==> src/sv/cmf_pkg.sv <==
// ----------------------------------------------------------------------------
// cmf_pkg
// Shared types, constants and the arctangent table of the circular mean block.
// ----------------------------------------------------------------------------
package cmf_pkg;

    // default frame limit and cordic depth
    localparam int MAX_FRAME_DEF     = 4096;
    localparam int CORDIC_STAGES_DEF = 16;

    // datapath widths of the cordic cells
    localparam int XY_W = 60;
    localparam int Z_W  = 34;

    // 1/K in Q30.30
    localparam logic signed [XY_W-1:0] INV_GAIN = XY_W'(652032874);

    // reset value of the circle size, 360.0 in Q16.16
    localparam logic [31:0] RANGE_RESET = 32'd23592960;

    // one beat travelling along the cordic row
    typedef struct packed {
        logic                   valid;
        logic                   vec;
        logic signed [XY_W-1:0] x;
        logic signed [XY_W-1:0] y;
        logic signed [Z_W-1:0]  z;
    } t_cord;

    // atan(2^-i) in units of 2^-32 turn
    function automatic logic [31:0] atan_turn(input logic [4:0] idx);
        logic [31:0] v;
        case (idx)
            5'd0:    v = 32'h20000000;
            5'd1:    v = 32'h12E4051E;
            5'd2:    v = 32'h09FB385B;
            5'd3:    v = 32'h051111D4;
            5'd4:    v = 32'h028B0D43;
            5'd5:    v = 32'h0145D7E1;
            5'd6:    v = 32'h00A2F61E;
            5'd7:    v = 32'h00517C55;
            5'd8:    v = 32'h0028BE53;
            5'd9:    v = 32'h00145F2F;
            5'd10:   v = 32'h000A2F98;
            5'd11:   v = 32'h000517CC;
            5'd12:   v = 32'h00028BE6;
            5'd13:   v = 32'h000145F3;
            5'd14:   v = 32'h0000A2FA;
            5'd15:   v = 32'h0000517D;
            5'd16:   v = 32'h000028BE;
            5'd17:   v = 32'h0000145F;
            5'd18:   v = 32'h00000A30;
            5'd19:   v = 32'h00000518;
            5'd20:   v = 32'h0000028C;
            5'd21:   v = 32'h00000146;
            5'd22:   v = 32'h000000A3;
            5'd23:   v = 32'h00000051;
            default: v = 32'h00000000;
        endcase
        return v;
    endfunction

endpackage

==> src/sv/cmf_cell.sv <==
// ----------------------------------------------------------------------------
// cmf_cell
// One cordic micro-rotation, registered; rotation or vectoring per beat.
// ----------------------------------------------------------------------------
module cmf_cell #(
    parameter int IDX = 0
) (
    input  logic           i_clk,
    input  logic           i_rst_n,
    input  cmf_pkg::t_cord i_cord,
    output cmf_pkg::t_cord o_cord
);
    import cmf_pkg::*;

    logic                   r_valid;
    logic                   r_vec;
    logic signed [XY_W-1:0] r_x;
    logic signed [XY_W-1:0] r_y;
    logic signed [Z_W-1:0]  r_z;

    logic signed [XY_W-1:0] sx;
    logic signed [XY_W-1:0] sy;
    logic signed [Z_W-1:0]  at;
    logic                   dir;

    // shifted terms and rotation direction
    always_comb begin
        sx  = i_cord.x >>> IDX;
        sy  = i_cord.y >>> IDX;
        at  = $signed({2'b00, atan_turn(5'(IDX))});
        dir = i_cord.vec ? i_cord.y[XY_W-1] : ~i_cord.z[Z_W-1];
    end

    // beat marker
    always_ff @(posedge i_clk) begin
        if (!i_rst_n) begin
            r_valid <= 1'b0;
        end else begin
            r_valid <= i_cord.valid;
        end
    end

    // micro-rotation
    always_ff @(posedge i_clk) begin
        r_vec <= i_cord.vec;
        if (dir) begin
            r_x <= i_cord.x - sy;
            r_y <= i_cord.y + sx;
            r_z <= i_cord.z - at;
        end else begin
            r_x <= i_cord.x + sy;
            r_y <= i_cord.y - sx;
            r_z <= i_cord.z + at;
        end
    end

    assign o_cord = '{valid: r_valid, vec: r_vec, x: r_x, y: r_y, z: r_z};

endmodule
==> config.mk <==
export PLATFORM = sky130hd
export DESIGN_NAME = cmf_cell
export DESIGN_NICKNAME = d
export VERILOG_FILES = /design/src/sv/cmf_pkg.sv /design/src/sv/cmf_cell.sv
export SDC_FILE = /design/constraint.sdc
export NUM_CORES = 1
export LEC_CHECK = 0
export BUFFER_PORTS_ARGS = -buffer_cell sky130_fd_sc_hd__buf_4
export CELL_PAD_IN_SITES_DETAIL_PLACEMENT = 1
export CELL_PAD_IN_SITES_GLOBAL_PLACEMENT = 1
export CORE_MARGIN = 4
export CORE_UTILIZATION = 41
export DETAILED_ROUTE_END_ITERATION = 8
export PLACE_DENSITY = 0.86
export SYNTH_ARGS = -nofsm -noshare
export SYNTH_HDL_FRONTEND = slang
export SYNTH_SLANG_ARGS = --single-unit
==> constraint.sdc <==
create_clock -name i_clk -period 3.4 [get_ports i_clk]
set_input_delay 0.17 -clock i_clk [delete_from_list [all_inputs] [get_ports i_clk]]
set_output_delay 0.17 -clock i_clk [all_outputs]
set_load 0.005 [all_outputs]
==> impl_metrics.toml <==
[timing]
grt_setup_unrepaired = "no"
clock.fmax_ghz = 0.3062
finalSetupViolCount = 0
min_period_ps = 3266
tightestPinTransition_ps = 1211
layout_setup_ws_ps = 133.9
fin_crit_sh_pct = 96.06
finalMaxSlewViolations = 0
hold_violations = 0
max-slew-margin-rel_pct = 18.50
finalSetupTns_ps = 0

[clock_tree]
clockBufferDepth = 2
cts_tree = "yes"
h-tree-depth = 4
cts-root-buf = "clkbuf_16"
cts_buffers = 17
clkTransAtPathRegs_ps = 80
clock_sinks = 155

[global_routing]
grt_pass1_wl_um = 122000
grt_antenna_before_repair = 2
gr-total-overflow = 0
grt_max_degree = 108
grt_util_all_layers_pct = 38.35
grt_pass1_vias = 20122

[power]
ir_drop_mv = 0.4269
power.density_nw_per_um2 = 410.6
pwr-share-clk_pct = 24.1
switchingPower_w = 0.003533
p_seq_share_pct = 27.4
switching_share_pct = 40.42
power.leakage_nw = 10.20
internal_power_w = 0.005207
comb_power_share_pct = 48.5

[synth]
syn_inst = 2063
synthesis.nets = 2405
seq_area_frac_synth_pct = 20.49
synth_edf_count = 0
synth_flop_cell = "dfxtp_1"
synth_seq_cells = 155
syn_area_sq_um = 15150
async_flop_share_pct = 0
syn_avg_cell_area_sq_um = 7.342
synth_cell_types = 88
ys_warn_count = 0

[floorplan]
fp.dieW_um = 200.2
die_h_um = 200.2
rows = 70
dieArea_sq_um = 40080
start_util_pct = 41.47
ios = 314
core_sq_um = 36520

[critical_path]
slowest_delay_ps = 390
crit_chain = "buf_4 -> buf_4 -> ha_1 -> fa_2 -> and4b_2 -> nor4_1 -> o31ai_1 -> buf_4 -> a211oi_1 -> buf_4 -> o31ai_4 -> a221oi_1 -> buf_4 -> or2_0 -> and3_1 -> o32ai_1 -> o21bai_1"
crit_path_max_fanout = 3
cp_num_cells = 17
worst-path-buf-inv = 5
path_class = "in2reg"
cp.arrival_ps = 3690
cp_data_required_time_ps = 3820
crit_family = "compound AO/OA/AOI/OAI gates"
cpMaxStageDelayCell = "fa_2"
crit_start = "i_cord[34]"
cp-endpoint = "r_x[46]"
critical_path.startpoint_type = "input port"
worstSetupEndpointType = "flop"
crit_path_frequent_cell = "buf_4"

[placed_design]
place_inst = 3090
hpwl_um = 62760
pre_cts_ws_ps = -448.9
portBuffers = 313
routabilityCongestion = 1.038

[status]
status = "complete, no violations"

[routing]
drt-initial-drc-count = 1627
routedWlPerCell_um = 25.50
drt-total-wl_um = 80490
first_pass_iters = 5
drc_errors = 0
viasPerCell = 6.006
ant_nets = 0
vias = 18955

[min_path]
hp-start = "i_cord[32]"
hp-class = "in2reg"
holdPathStages = 3

[cells_and_area]
area_growth_pct = 40.52
drive_above_1_share_pct = 27.05
layout_commonest_cell = "buf_4"
layout_common_cells = "661 x buf_4, 286 x a21oi_1, 189 x inv_1"
final_net_count = 3017
insertedDiodeCount = 0
num-fill-cells = 4565
fin_cells = 3156

[flow_run]
drv_cap = 0
[state kept, by name, summed over array words and instances, names as in the netlist]
name     count
r_y         60
r_valid      1
r_x         59
r_z         34
r_vec        1
[power by group through the flow]
stage	Clock (W)	Combinational (W)	Sequential [W]
floorplan	0	0.00182	0.00242
global placement	0	0.00392	0.00240
detailed placement	0	0.00403	0.00242
CTS	0.00209	0.00412	0.00239
global route	0.00219	0.00448	0.00242
finish	0.00210	0.00424	0.00240
[routing by layer]
metal	share of wire [%]	GRT usage (%)
met1	40	47.09
met2	49	66.70
met3	7.3	7.609
met4	3.7	14.21
met5	0.015	0
[synth_stat cells, types with 12 or more instances]
master	count	area, sq um
o211ai_1	19	142.6
nand4_1	41	256.5
o21a_1	23	172.7
o31ai_1	22	165.2
nand2_1	114	427.9
a21oi_1	286	1431
a31oi_1	16	100.1
a211oi_1	16	120.1
ha_1	180	2252
nor3_1	40	200.2
buf_1	14	52.55
nor4_1	33	206.5
clkbuf_1	70	262.8
xnor2_1	103	902.1
inv_1	190	713.2
a311oi_1	16	140.1
nand2b_1	14	87.58
a21o_1	43	322.8
o21bai_1	58	435.4
o21ai_0	153	765.7
and3_1	14	87.58
nand3_1	37	185.2
mux2i_1	28	280.3
nor2_1	165	619.3
dfxtp_1	155	3103
xor2_1	12	105.1
nor2b_1	23	143.9
buf_2	13	65.06
[cells by family after synthesis]
group,synth area share [%]
buf+inv,7.749
simple gates,16.77
fa+ha+maj,15.40
mux,1.850
compound gates,31.09
flops,20.49
xor+xnor,6.650
[area by class of cell]
type	count	area [sq um]	area share, %
clock inverter	13	148.9	0.6996
multi-input combinational	1607	10910	51.25
sequential	155	3103	14.58
timing repair buffer	697	5343	25.10
clock buffer	19	452.9	2.128
tap	468	585.6	2.751
inverter	197	742.0	3.486
[what timing repair did]
| item | 4_1_cts | 5_1_grt |
|---|---|---|
| hold buffers | 34 | 0 |
| endpoints found under the hold margin | 33 | 0 |
| buffers inserted | 0 | 0 |
| setup endpoints to repair | 0 | 19 |
| gates resized for setup | 0 | 7 |
[worst min path at each step]
stage                         end  slack (ps)
after global placement     r_z[3]         270
final                     r_z[32]          60
after CTS                 r_z[32]          40
after floorplan             r_vec         200
after global routing      r_z[32]          90
after detailed placement  r_z[27]         280
[per-stage QoR]
step,utilization [%],area [sq um],hold WS (ps),power [W]
5_1_grt,58.27,21280,88.09,0.009093
3_3_place_gp,55.62,20310,274.1,0.006320
3_5_place_dp,55.62,20310,275.5,0.006442
4_1_cts,58.20,21260,41.12,0.008605
2_1_floorplan,-,15150,197.7,0.004233
6_report,58.27,21280,59.06,0.008740
Power figures use the tool's default switching activity.
